$ cat config.mk
export PLATFORM = sky130hd
export DESIGN_NAME = fd_outcome_scoreboard_core
export DESIGN_NICKNAME = d
export VERILOG_FILES = /design/src/design/fdos_pkg.sv /design/src/design/fdos_ctl.sv /design/src/design/fdos_dp.sv /design/src/design/fd_outcome_scoreboard_core.sv
export SDC_FILE = /design/constraint.sdc
export NUM_CORES = 1
export LEC_CHECK = 0
export ABC_AREA = 1
export BUFFER_PORTS_ARGS = -buffer_cell sky130_fd_sc_hd__clkbuf_2
export CORE_MARGIN = 5
export CORE_UTILIZATION = 40
export DETAILED_ROUTE_END_ITERATION = 10
export PLACE_DENSITY_LB_ADDON = 0.12
export SLEW_MARGIN = 20
export SYNTH_ARGS = -nofsm -noshare
export SYNTH_HDL_FRONTEND = slang
export SYNTH_SLANG_ARGS = --single-unit
$ cat constraint.sdc
create_clock -name clk -period 4.8 [get_ports clk]
set_input_delay 0.48 -clock clk [delete_from_list [all_inputs] [get_ports clk]]
set_output_delay 0.48 -clock clk [all_outputs]
set_load 0.01 [all_outputs]
$ cat src/design/fdos_pkg.sv
// Shared constants, opcodes and controller/datapath interface types of the outcome scoreboard.
package fdos_pkg;

    localparam int FD_BITS      = 256;
    localparam int SAMPLE_TRIES = 8;
    localparam int MAP_BYTES    = FD_BITS / 8;
    localparam int MAP_AW       = $clog2(MAP_BYTES);
    localparam int FD_W         = $clog2(FD_BITS);
    localparam int PICK_STEPS   = SAMPLE_TRIES + MAP_BYTES;
    localparam int STEP_W       = $clog2(PICK_STEPS);

    localparam int OP_W  = 3;
    localparam int ARG_W = 32;
    localparam int RND_W = 64;
    localparam int PICK_W = 9;
    localparam int THR_W = 8;

    localparam logic [OP_W-1:0] OP_LENGTH  = 3'd0;
    localparam logic [OP_W-1:0] OP_SUCCESS = 3'd1;
    localparam logic [OP_W-1:0] OP_FAILURE = 3'd2;
    localparam logic [OP_W-1:0] OP_QUERY   = 3'd3;
    localparam logic [OP_W-1:0] OP_PICK    = 3'd4;

    localparam logic [THR_W-1:0] THRESHOLD_RESET = 8'd3;
    localparam logic [7:0]       RUN_COUNT_MAX   = 8'hFF;
    localparam int               FIRST_PICK_FD   = 3;

    typedef struct packed {
        logic              load;         // latch the accepted request
        logic              length_upd;   // widen the length range
        logic              rd_en;        // read one byte of both maps
        logic              rd_from_arg;  // address from descriptor, else from pick step
        logic [STEP_W-1:0] rd_step;      // pick step whose byte is read
        logic              rmw;          // write back success/failure, latch query
        logic              pick_eval;    // evaluate the byte read last cycle
        logic              out_load;     // move result into the output register
    } dp_cmd_t;

    typedef struct packed {
        logic [OP_W-1:0] op;
        logic            pick_hit;
    } dp_stat_t;

endpackage

$ cat src/design/fdos_ctl.sv
// Sequencing state machine of the outcome scoreboard.
module fdos_ctl (
    input  logic              clk,
    input  logic              rst_n,
    input  logic              in_valid,
    output logic              in_ready,
    output logic              out_valid,
    input  logic              out_ready,
    input  fdos_pkg::dp_stat_t stat,
    output fdos_pkg::dp_cmd_t  cmd
);
    import fdos_pkg::*;

    localparam logic [2:0] S_IDLE   = 3'd0;
    localparam logic [2:0] S_DECODE = 3'd1;
    localparam logic [2:0] S_RMW    = 3'd2;
    localparam logic [2:0] S_PICK   = 3'd3;
    localparam logic [2:0] S_FINISH = 3'd4;

    logic [2:0]        state_reg;
    logic [2:0]        state_next;
    logic [STEP_W-1:0] step_reg;
    logic [STEP_W-1:0] step_next;
    logic              out_valid_reg;
    logic              out_valid_next;
    logic              out_free;

    assign in_ready  = (state_reg == S_IDLE);
    assign out_valid = out_valid_reg;
    assign out_free  = !out_valid_reg || out_ready;

    always_comb
    begin
        state_next     = state_reg;
        step_next      = step_reg;
        out_valid_next = out_valid_reg && !out_ready;
        cmd            = '0;
        case (state_reg)
            S_IDLE:
            begin
                if (in_valid)
                begin
                    cmd.load   = 1'b1;
                    state_next = S_DECODE;
                end
            end
            S_DECODE:
            begin
                case (stat.op)
                    OP_LENGTH:
                    begin
                        cmd.length_upd = 1'b1;
                        state_next     = S_FINISH;
                    end
                    OP_SUCCESS, OP_FAILURE, OP_QUERY:
                    begin
                        cmd.rd_en       = 1'b1;
                        cmd.rd_from_arg = 1'b1;
                        state_next      = S_RMW;
                    end
                    OP_PICK:
                    begin
                        cmd.rd_en  = 1'b1;
                        cmd.rd_step = '0;
                        step_next  = '0;
                        state_next = S_PICK;
                    end
                    default:
                    begin
                        state_next = S_FINISH;
                    end
                endcase
            end
            S_RMW:
            begin
                cmd.rmw    = 1'b1;
                state_next = S_FINISH;
            end
            S_PICK:
            begin
                // evaluate step_reg while fetching the byte of the next step
                cmd.pick_eval = 1'b1;
                if (stat.pick_hit || step_reg == STEP_W'(PICK_STEPS - 1))
                begin
                    state_next = S_FINISH;
                end
                else
                begin
                    cmd.rd_en   = 1'b1;
                    cmd.rd_step = step_reg + STEP_W'(1);
                    step_next   = step_reg + STEP_W'(1);
                end
            end
            S_FINISH:
            begin
                if (out_free)
                begin
                    cmd.out_load   = 1'b1;
                    out_valid_next = 1'b1;
                    state_next     = S_IDLE;
                end
            end
            default:
            begin
                state_next = S_IDLE;
            end
        endcase
    end

    always_ff @(posedge clk or negedge rst_n)
    begin
        if (!rst_n)
        begin
            state_reg     <= S_IDLE;
            step_reg      <= '0;
            out_valid_reg <= 1'b0;
        end
        else
        begin
            state_reg     <= state_next;
            step_reg      <= step_next;
            out_valid_reg <= out_valid_next;
        end
    end

endmodule

$ cat src/design/fdos_dp.sv
// Datapath of the outcome scoreboard: bitmaps, run tracker, length range and result registers.
module fdos_dp (
    input  logic                          clk,
    input  logic                          rst_n,
    input  fdos_pkg::dp_cmd_t             cmd,
    output fdos_pkg::dp_stat_t            stat,
    input  logic [fdos_pkg::OP_W-1:0]     opcode,
    input  logic [fdos_pkg::ARG_W-1:0]    argument,
    input  logic [fdos_pkg::RND_W-1:0]    random_bits,
    input  logic                          cfg_we,
    input  logic [fdos_pkg::THR_W-1:0]    cfg_data,
    output logic signed [fdos_pkg::PICK_W-1:0] picked_fd,
    output logic                          fd_failed,
    output logic [fdos_pkg::ARG_W-1:0]    length_low,
    output logic [fdos_pkg::ARG_W-1:0]    length_high,
    output logic                          length_seen
);
    import fdos_pkg::*;

    logic [OP_W-1:0]   op_reg;
    logic [ARG_W-1:0]  arg_reg;
    logic [RND_W-1:0]  rnd_reg;
    logic [THR_W-1:0]  thr_reg;
    logic [ARG_W-1:0]  range_low_reg;
    logic [ARG_W-1:0]  range_high_reg;
    logic [7:0]        run_desc_reg;
    logic [7:0]        run_cnt_reg;

    logic [7:0]        success_mem [MAP_BYTES];
    logic [7:0]        failed_mem  [MAP_BYTES];
    logic [MAP_BYTES-1:0] s_vld_reg;
    logic [MAP_BYTES-1:0] f_vld_reg;
    logic [7:0]        rd_s_reg;
    logic [7:0]        rd_f_reg;
    logic [MAP_AW-1:0] rd_addr_reg;
    logic [STEP_W-1:0] rd_step_reg;

    logic signed [PICK_W-1:0] pick_res_reg;
    logic              query_reg;

    // read address
    logic [7:0]           rd_samp_byte;
    logic [MAP_AW+4:0]    rd_samp_wide;
    logic [STEP_W-1:0]    rd_scan_idx;
    logic [MAP_AW-1:0]    rd_addr;

    // range
    logic              range_unseen;
    logic [ARG_W-1:0]  range_low_next;
    logic [ARG_W-1:0]  range_high_next;

    // read-modify-write
    logic              arg_valid;
    logic [MAP_AW-1:0] arg_idx;
    logic [7:0]        arg_mask;
    logic              run_match;
    logic [7:0]        run_desc_next;
    logic [7:0]        run_cnt_next;
    logic              s_we;
    logic              f_we;
    logic [7:0]        s_wdata;
    logic [7:0]        f_wdata;
    logic              run_we;

    // pick evaluation
    logic              is_sample;
    logic [7:0]        ev_samp_byte;
    logic [2:0]        ev_rot;
    logic [15:0]       ev_dbl;
    logic [7:0]        ev_cand;
    logic [2:0]        ev_pos;
    logic [2:0]        ev_bit;
    logic [FD_W-1:0]   ev_fd;
    logic              ev_hit;

    assign rd_samp_byte = rnd_reg[{cmd.rd_step[2:0], 3'b000} +: 8];
    assign rd_samp_wide = {{MAP_AW{1'b0}}, rd_samp_byte[4:0]};
    assign rd_scan_idx  = cmd.rd_step - STEP_W'(SAMPLE_TRIES);

    always_comb
    begin
        if (cmd.rd_from_arg)
        begin
            rd_addr = arg_idx;
        end
        else if (cmd.rd_step < STEP_W'(SAMPLE_TRIES))
        begin
            rd_addr = rd_samp_wide[MAP_AW-1:0];
        end
        else
        begin
            rd_addr = rd_scan_idx[MAP_AW-1:0];
        end
    end

    assign range_unseen = (range_low_reg == '1) && (range_high_reg == '0);

    always_comb
    begin
        range_low_next  = range_low_reg;
        range_high_next = range_high_reg;
        if (range_unseen)
        begin
            range_low_next  = arg_reg;
            range_high_next = arg_reg;
        end
        else
        begin
            if (arg_reg < range_low_reg)
            begin
                range_low_next = arg_reg;
            end
            if (arg_reg > range_high_reg)
            begin
                range_high_next = arg_reg;
            end
        end
    end

    assign arg_valid = arg_reg < ARG_W'(FD_BITS);
    assign arg_idx   = arg_reg[FD_W-1:3];
    assign arg_mask  = 8'd1 << arg_reg[2:0];
    assign run_match = run_desc_reg == arg_reg[7:0];

    always_comb
    begin
        s_we          = 1'b0;
        f_we          = 1'b0;
        run_we        = 1'b0;
        s_wdata       = rd_s_reg | arg_mask;
        f_wdata       = rd_f_reg & ~arg_mask;
        run_desc_next = run_desc_reg;
        run_cnt_next  = run_cnt_reg;
        if (cmd.rmw && arg_valid)
        begin
            case (op_reg)
                OP_SUCCESS:
                begin
                    s_we = 1'b1;
                    f_we = 1'b1;
                    if (run_match && run_cnt_reg != 8'd0)
                    begin
                        run_we        = 1'b1;
                        run_desc_next = '0;
                        run_cnt_next  = '0;
                    end
                end
                OP_FAILURE:
                begin
                    if (arg_reg >= ARG_W'(FIRST_PICK_FD))
                    begin
                        run_we = 1'b1;
                        if (run_cnt_reg != 8'd0 && run_match)
                        begin
                            if (run_cnt_reg != RUN_COUNT_MAX)
                            begin
                                run_cnt_next = run_cnt_reg + 8'd1;
                            end
                        end
                        else
                        begin
                            run_desc_next = arg_reg[7:0];
                            run_cnt_next  = 8'd1;
                        end
                        f_wdata = rd_f_reg | arg_mask;
                        f_we    = run_cnt_next >= thr_reg;
                    end
                end
                default:
                begin
                end
            endcase
        end
    end

    // pick: a sample takes the first set bit at or after its rotation, wrapping
    assign is_sample    = rd_step_reg < STEP_W'(SAMPLE_TRIES);
    assign ev_samp_byte = rnd_reg[{rd_step_reg[2:0], 3'b000} +: 8];
    assign ev_rot       = ev_samp_byte[7:5];
    assign ev_dbl       = {rd_s_reg, rd_s_reg} >> ev_rot;

    always_comb
    begin
        if (is_sample)
        begin
            ev_cand = ev_dbl[7:0];
        end
        else if (rd_addr_reg == '0)
        begin
            ev_cand = rd_s_reg & (8'hFF << FIRST_PICK_FD);
        end
        else
        begin
            ev_cand = rd_s_reg;
        end
    end

    always_comb
    begin
        ev_pos = '0;
        for (int i = 7; i >= 0; i--)
        begin
            if (ev_cand[i])
            begin
                ev_pos = 3'(i);
            end
        end
    end

    assign ev_bit = is_sample ? ev_pos + ev_rot : ev_pos;
    assign ev_fd  = {rd_addr_reg, ev_bit};
    assign ev_hit = (ev_cand != 8'd0) && (ev_fd >= FD_W'(FIRST_PICK_FD));

    assign stat.op       = op_reg;
    assign stat.pick_hit = ev_hit;

    // memories: registered read, one write port each
    always_ff @(posedge clk)
    begin
        if (cmd.rd_en)
        begin
            rd_s_reg <= s_vld_reg[rd_addr] ? success_mem[rd_addr] : 8'd0;
            rd_f_reg <= f_vld_reg[rd_addr] ? failed_mem[rd_addr] : 8'd0;
        end
        if (s_we)
        begin
            success_mem[arg_idx] <= s_wdata;
        end
        if (f_we)
        begin
            failed_mem[arg_idx] <= f_wdata;
        end
    end

    always_ff @(posedge clk)
    begin
        if (cmd.load)
        begin
            op_reg  <= opcode;
            arg_reg <= argument;
            rnd_reg <= random_bits;
        end
        if (cmd.rd_en)
        begin
            rd_addr_reg <= rd_addr;
            rd_step_reg <= cmd.rd_step;
        end
        if (cmd.load)
        begin
            pick_res_reg <= '1;
            query_reg    <= 1'b0;
        end
        else
        begin
            if (cmd.pick_eval && ev_hit)
            begin
                pick_res_reg <= PICK_W'(ev_fd);
            end
            if (cmd.rmw && op_reg == OP_QUERY)
            begin
                query_reg <= arg_valid && rd_f_reg[arg_reg[2:0]];
            end
        end
        if (cmd.out_load)
        begin
            picked_fd   <= pick_res_reg;
            fd_failed   <= query_reg;
            length_low  <= range_low_reg;
            length_high <= range_high_reg;
            length_seen <= !range_unseen;
        end
    end

    always_ff @(posedge clk or negedge rst_n)
    begin
        if (!rst_n)
        begin
            thr_reg        <= THRESHOLD_RESET;
            range_low_reg  <= '1;
            range_high_reg <= '0;
            run_desc_reg   <= '0;
            run_cnt_reg    <= '0;
            s_vld_reg      <= '0;
            f_vld_reg      <= '0;
        end
        else
        begin
            if (cfg_we)
            begin
                thr_reg <= cfg_data;
            end
            if (cmd.length_upd)
            begin
                range_low_reg  <= range_low_next;
                range_high_reg <= range_high_next;
            end
            if (run_we)
            begin
                run_desc_reg <= run_desc_next;
                run_cnt_reg  <= run_cnt_next;
            end
            if (s_we)
            begin
                s_vld_reg[arg_idx] <= 1'b1;
            end
            if (f_we)
            begin
                f_vld_reg[arg_idx] <= 1'b1;
            end
        end
    end

endmodule

$ cat src/design/fd_outcome_scoreboard_core.sv
// Top level of the descriptor outcome scoreboard.
//
// Requests arrive on the in_* valid/ready channel: opcode, argument and
// random_bits. Each request yields exactly one result on the out_* channel:
// picked_fd, fd_failed and the length range after the request.
// The threshold register is written through cfg_valid/cfg_data, which is
// always ready; write it only while no request is in flight.
// One request is worked at a time. From acceptance to result valid:
//   record length and unknown opcodes: decode state, then finish state;
//   success, failure and query: decode, then one read-modify-write state
//   on one byte of the maps (query only reads), then finish;
//   pick: one map byte read per cycle until a hit or the last step,
//   random samples first, then a byte-wise scan; then finish.
// A result sits in the output register until taken; the next request is
// accepted meanwhile and its result waits if the receiver stalls.
// Reset empties both maps, the run tracker and the length range, and sets
// the threshold to 3; the block accepts requests right after reset.
module fd_outcome_scoreboard_core (
    input  logic                          clk,
    input  logic                          rst_n,
    input  logic                          in_valid,
    output logic                          in_ready,
    input  logic [fdos_pkg::OP_W-1:0]     opcode,
    input  logic [fdos_pkg::ARG_W-1:0]    argument,
    input  logic [fdos_pkg::RND_W-1:0]    random_bits,
    output logic                          out_valid,
    input  logic                          out_ready,
    output logic signed [fdos_pkg::PICK_W-1:0] picked_fd,
    output logic                          fd_failed,
    output logic [fdos_pkg::ARG_W-1:0]    length_low,
    output logic [fdos_pkg::ARG_W-1:0]    length_high,
    output logic                          length_seen,
    input  logic                          cfg_valid,
    output logic                          cfg_ready,
    input  logic [fdos_pkg::THR_W-1:0]    cfg_data
);
    import fdos_pkg::*;

    dp_cmd_t  cmd;
    dp_stat_t stat;

    assign cfg_ready = 1'b1;

    fdos_ctl u_ctl (
        .clk       (clk),
        .rst_n     (rst_n),
        .in_valid  (in_valid),
        .in_ready  (in_ready),
        .out_valid (out_valid),
        .out_ready (out_ready),
        .stat      (stat),
        .cmd       (cmd)
    );

    fdos_dp u_dp (
        .clk         (clk),
        .rst_n       (rst_n),
        .cmd         (cmd),
        .stat        (stat),
        .opcode      (opcode),
        .argument    (argument),
        .random_bits (random_bits),
        .cfg_we      (cfg_valid && cfg_ready),
        .cfg_data    (cfg_data),
        .picked_fd   (picked_fd),
        .fd_failed   (fd_failed),
        .length_low  (length_low),
        .length_high (length_high),
        .length_seen (length_seen)
    );

endmodule
**After elaboration in Yosys (flattened, before gate mapping)**

Memory sizes are Yosys's and may differ from the RTL's. A register that Yosys moved wholly into a read port is not among the register bits.
Index checks and enable logic that the tools add are counted.

- Flip-flop bits (word level): 357
- Bits in latches: 0
- Memory bits (writable): 512
- ROM bits: 0
- Bits of input ports: 112
- Logic and storage cells: 181
- Memories: 2

Memory list:

| memory | depth | width | read ports | clocked after Yosys merged registers in | wr ports | line | text |
|---|---|---|---|---|---|---|---|
| u_dp.failed_mem | 32 | 8 | 1 | 1 | 1 | fdos_dp.sv:30 | `logic [7:0] failed_mem [MAP_BYTES];` |
| u_dp.success_mem | 32 | 8 | 1 | 1 | 1 | fdos_dp.sv:29 | `logic [7:0] success_mem [MAP_BYTES];` |

- $add $sub $neg: 4
- Multiply operators: 0
- Divide/modulo/power cells: 0
- $lt $le $gt $ge: 12
- Equal/unequal tests: 20
- Shift-type cells: 4
- Multiplexer cells: 77
- Bitwise operators: 6
- Reduce and logical (&&, ||, !) cells: 34

Operators by type and width:

| cell | number |
|---|---|
| 32-bit two-way mux | 4 |
| 8-bit two-way mux | 13 |
| 32-bit OR | 2 |
| 64-bit by 7-bit variable part select with 5-bit output | 1 |
| 64-bit by 7-bit variable part select with 8-bit output | 1 |
| 3-bit two-way mux | 13 |
| 32-bit equality test (second input constant) | 1 |
| 32-bit by 2-bit >= comparator with 1-bit output (second input constant) | 1 |
| 32-bit > comparator | 1 |
| 32-bit logical NOT | 1 |
| 32-bit less-than comparator | 1 |
| 32-bit by 9-bit less-than comparator with 1-bit output (second input constant) | 1 |
| 8-bit one-hot mux with 2 select lines | 2 |
| 1-bit two-way mux | 29 |
| 6-bit two-way mux | 4 |
| 8-bit OR | 2 |
| 8-bit nonzero test | 2 |
| 16-bit by 3-bit >> shifter with 8-bit output | 1 |
| 3-bit one-hot mux with 5 select lines | 1 |
| 3-bit by 2-bit equality test with 1-bit output (second input constant) | 4 |
| 5-bit by 6-bit less-than comparator with 1-bit output (second input constant) | 2 |
| 6-bit by 4-bit less-than comparator with 1-bit output (second input constant) | 2 |
| 6-bit one-hot mux with 2 select lines | 1 |
| 1-bit binary-select mux with 5-bit select | 2 |
| 35 further kinds | 65 |

**Logic depth before layout (Yosys ltp)**

- Depth in word-level cells: 24
- Gate-level depth with buffers: 47

**Hierarchy**

From an unflattened synthesis, not the netlist that was laid out.

- Cells, all modules: 3164
- Area total of the unflattened synthesis: 37404.6 µm²

By module, submodules not included:

| module | instances | cells an instance | area each (µm²) |
|---|---|---|---|
| fdos_dp | 1 | 3058 | 36681.4 |
| fdos_ctl | 1 | 104 | 711.9 |
| fd_outcome_scoreboard_core | 1 | 2 | 11.3 |

**Worst setup path before layout**

Ideal clock, no wire load.

- Path kind: flip-flop to flip-flop
- From: reg u_dp.rd_step_reg[0]
- To: reg u_dp.rd_f_reg[0] (read register of u_dp.failed_mem) (data pin)
- Setup time: 0.256 ns
- Arrival time: 4.509 ns
- Path slack: 0.035 ns
- Stages on the path, launching flop included: 44
- Period minus slack after synthesis: 4.765 ns
- Path through: edfxtp_1 inv_1 buf_6 nand2_1 nand3_1 nand3_4 nand2_4 nand2_1 o21ai_1 nand2_1 nand3_1 nand3_1 o21ai_1 nand2_1 nand2_1 nand2_1 nand2_1 a21boi_0 (+8 left out) nand2_1 nand2_4 nand4_4 inv_2 buf_4 nand2_1 nand3_1 nand3_1 nand2_1 nand2_1 nand2_1 buf_2 buf_4 nand3_1 nand3_1 nand3_1 nand2_2 nor2_1

RTL lines:

| element | line | text |
|---|---|---|
| start: declaration | fdos_dp.sv:36 | `logic [STEP_W-1:0] rd_step_reg;` |
| start signal: assignment | fdos_dp.sv:246 | `rd_step_reg <= cmd.rd_step;` |
| end: declaration | fdos_dp.sv:34 | `logic [7:0] rd_f_reg;` |

**Worst setup path after layout**

- From: reg u_dp.rd_step_reg[0]
- To: reg u_dp.rd_s_reg[3] (read register of u_dp.success_mem) (data pin)

- Cells in the longest elaborated chain, start to end: 24

RTL lines:

| element | line | text |
|---|---|---|
| 64-bit by 7-bit variable part select with 8-bit output | fdos_dp.sv:178 | `assign ev_samp_byte = rnd_reg[{rd_step_reg[2:0], 3'b000} +: 8];` |
| 16-bit by 3-bit >> shifter with 8-bit output | fdos_dp.sv:180 | `assign ev_dbl = {rd_s_reg, rd_s_reg} >> ev_rot;` |
| 8-bit two-way mux | fdos_dp.sv:184 | `if (is_sample)` |
| 3-bit two-way mux (8 in a row) | fdos_dp.sv:203 | `if (ev_cand[i])` |
| 3-bit adder | fdos_dp.sv:210 | `assign ev_bit = is_sample ? ev_pos + ev_rot : ev_pos;` |
| 3-bit two-way mux | fdos_dp.sv:210 |  |
| 8-bit by 2-bit >= comparator with 1-bit output | fdos_dp.sv:212 | `assign ev_hit = (ev_cand != 8'd0) && (ev_fd >= FD_W'(FIRST_PICK_FD));` |
| 1-bit logical AND (*) | fdos_dp.sv:212 |  |
| 1-bit logical OR (*) | fdos_ctl.sv:83 | `if (stat.pick_hit \|\| step_reg == STEP_W'(PICK_STEPS - 1))` |
| 6-bit two-way mux | fdos_ctl.sv:83 |  |
| 6-bit two-way mux | n/a |  |
| 64-bit by 7-bit variable part select with 5-bit output, or another cell as far along | fdos_dp.sv:76 | `assign rd_samp_byte = rnd_reg[{cmd.rd_step[2:0], 3'b000} +: 8];` |
| 5-bit two-way mux | fdos_dp.sv:86 | `else if (cmd.rd_step < STEP_W'(SAMPLE_TRIES))` |
| 5-bit two-way mux | fdos_dp.sv:82 | `if (cmd.rd_from_arg)` |
| 1-bit binary-select mux with 5-bit select | fdos_dp.sv:222 | `rd_s_reg <= s_vld_reg[rd_addr] ? success_mem[rd_addr] : 8'd0;` |
| 1-bit two-way mux (not written as such) | fdos_dp.sv:222 |  |
| 1-bit logical NOT (no line) | n/a |  |
| end: declaration | fdos_dp.sv:33 | `logic [7:0] rd_s_reg;` |

Mark *: on every way between the ends. The rest lies on a longest branch, timed or not. The select of a mux whose other input is x is not followed.
A chain may end at the register's enable or synchronous reset.

==> results.ini <==
[global_route]
antenna_found_initial = 0
grt_pass1_wl_um = 176000
grt_max_degree = 92
grt_pass1_vias = 28206
grt-ovfl-total = 0
grt_usage_pct = 22.0

[logic_synthesis]
synth_edf_count = 713
netlist_instances = 3835
avgSynthCellArea_um2 = 10.3
synth_common_cells = 1133 x nand2_1, 713 x edfxtp_1, 572 x nand3_1, 441 x inv_1, 158 x nor2_1
ys.flop_type = edfxtp_1
yosys_warnings = 0
synth_top_cell_by_area = edfxtp_1
ys_seq_area_share_pct = 65.3
synth_nets = 4023
yosysTopAreaCellShare_pct = 54.4
synthTopCellsByArea = edfxtp_1 54%, nand2_1 11%, dfrtp_1 8.1%
async_flop_share_pct = 18.3
synth_cell_types = 56
yosysMostFrequentCell = nand2_1
ys_ff_latch = 885
syn-cell-area_um2 = 39400

[timing]
finalCritPeriodShare_pct = 114
rsz0062_at_grt = true
slew_violations = 0
worst_slack_ns = -0.657
setup_viol = 20
slew_headroom_pct = 30.3
max_freq_ghz = 0.183
skew_ns = 0.0226
hold_viol_final = 0
finalCriticalPeriod_ns = 5.46
whs_ns = 0.0403
worstMarginPinSlew_ns = 1.04

[detailed_routing]
vias = 28821
drcViolationCount = 0
drt-total-wl_um = 116000
drt_iter0_drc = 2168
ant_nets = 0
avgViaCountPerCell = 5.06
routedWlPerCell_um = 20.4
first_pass_iters = 9

[clock_network]
cts_tree = done
cts_made_buffers = 99
htreeDepth = 3
cts.clk_slew.worst_paths_ns = 0.06
clock_sinks = 885
clkLatencyLatePin_ns = 0.68
cts-root-buf = clkbuf_16
cts_buffer_depth = 3

[final_layout]
fin_nets = 4521
drive_gt1_share_pct = 21.6
area_delta_synth_final_pct = 26.5
final_util_pct = 50.8
multiInputGateArea_um2 = 12100
num-fill-cells = 8863
postLayoutCellArea_um2 = 49800
diodes = 0
ff_latch_area_um2 = 25700

[outcome]
violations = setup timing
status = finished, violations left

[die]
rows = 115
core_um2 = 98000
dieHeight_um = 324
die_area_um2 = 105000
die_x_um = 324
start_util_pct = 40.2
io_pins = 190

[critical_path]
required_ns = 5.23
arrival_ns = 5.88
slowest_stage = edfxtp_1
r2r_setup_slack_ns = -0.66
crit_family = simple AND/OR/NAND/NOR gates
path_common_cell = nand2_1
start_kind = flip-flop
critPathBufInv = 8
reg2reg_from = u_dp.rd_step_reg[0]
crit_path_start = u_dp.rd_step_reg[0]
critPathKind = flip-flop to flip-flop
critPathCaptureType = flip-flop
cp_max_fo = 8
critPathMaxStageDelay_ns = 0.49

[pwr]
ir_drop_uv = 312
cellPowerDensity_nw_per_um2 = 553
cellLeakagePower_uw = 0.0213
finalPower_uw = 27600

[place]
place_congestion = 0.849
dp_hpwl_um = 74500
placed_area_um2 = 43000
dp_slack_ns = -0.967
port_buffers = 188

[worst_hold_path]
hold_start = random_bits[32]
min_path_type = input port to flip-flop

[flow_run]
cap_viol_max_count = 0

per-stage QoR:
stage	TNS, ns	cells
floorplan	0	3835
global placement	-15.28	5335
detailed placement	-15.77	5335
CTS	-8.73	5689
global route	-19.17	5701
finish	-11.22	5701
final timing paths:
path / endpoint / cells after the start
max: u_dp.rd_s_reg[3] / 41
max reg2reg: u_dp.rd_s_reg[3] / 41
max in group asynchronous: u_dp.f_vld_reg[27] / 3
min in group asynchronous: u_dp.f_vld_reg[12] / 2
min reg2reg: u_dp.picked_fd[8] / 0
min: u_dp.rnd_reg[32] / 1
what timing repair did:
item                                    in CTS  in global routing
gates cloned                                18                  2
hold endpoints to repair                   170                  0
resized for setup                          207                136
pin swaps                                   36                 44
buffers inserted                            49                 10
endpoints found under the setup margin      21                111
hold buffers                               105                  0
worst reg2reg max path, delay by kind of cell (launching register included):
family	cells	cell delay [ns]
AND/OR/NAND/NOR	24	2.27
buffers and inverters	8	1.05
AO/OA/AOI/OAI	7	0.91
adder cells (fa/ha/maj)	2	0.52
flip-flops	1	0.49
cells in the final DEF (no fill, tap or decap), types with 105 or more instances in the layout:
| cell | count |
|---|---|
| buf_4 | 151 |
| clkbuf_2 | 187 |
| dfrtp_1 | 128 |
| dlygate4sd3_1 | 105 |
| edfxtp_1 | 713 |
| inv_1 | 437 |
| nand2_1 | 1090 |
| nand3_1 | 454 |
| nand3_2 | 117 |
| nor2_1 | 123 |
| o21ai_0 | 111 |
logic make-up after synthesis:
group / share of synthesized area [%]
simple gates: 21.8
flops: 65.3
buf+inv: 6.69
compound gates: 3.59
fa+ha+maj: 2.43
xor+xnor: 0.178
other cells: 0.00952
mux: 0.0286
metal layers:
| metal | part of all wire, % | global-route usage, % | wire length [um] | up-vias |
|---|---|---|---|---|
| met5 | 0 | 0 | 0 | - |
| met4 | 3.1 | 6.57 | 3580 | 0 |
| met1 | 45 | 31.2 | 52400 | 13901 |
| li1 | - | - | - | 13869 |
| met3 | 5.9 | 3.38 | 6860 | 179 |
| met2 | 46 | 35.2 | 53500 | 872 |
cell type report:
type / count / area share, %
flip-flops and latches: 885 / 51.6
multi-input cells: 2331 / 24.3
repair buffers: 560 / 10.6
clock buffers: 126 / 5.34
inverters: 456 / 3.53
well taps: 1287 / 3.23
clock inverters: 56 / 1.31
power by group:
group          switching (uW)  internal, uW  total, uW  leakage [uW]
combinational            5860          3640       9500        0.0110
sequential                551          9720      10300       0.00864
clock                    3120          4670       7790       0.00163
Note: power is estimated with default switching activity, not from simulation.
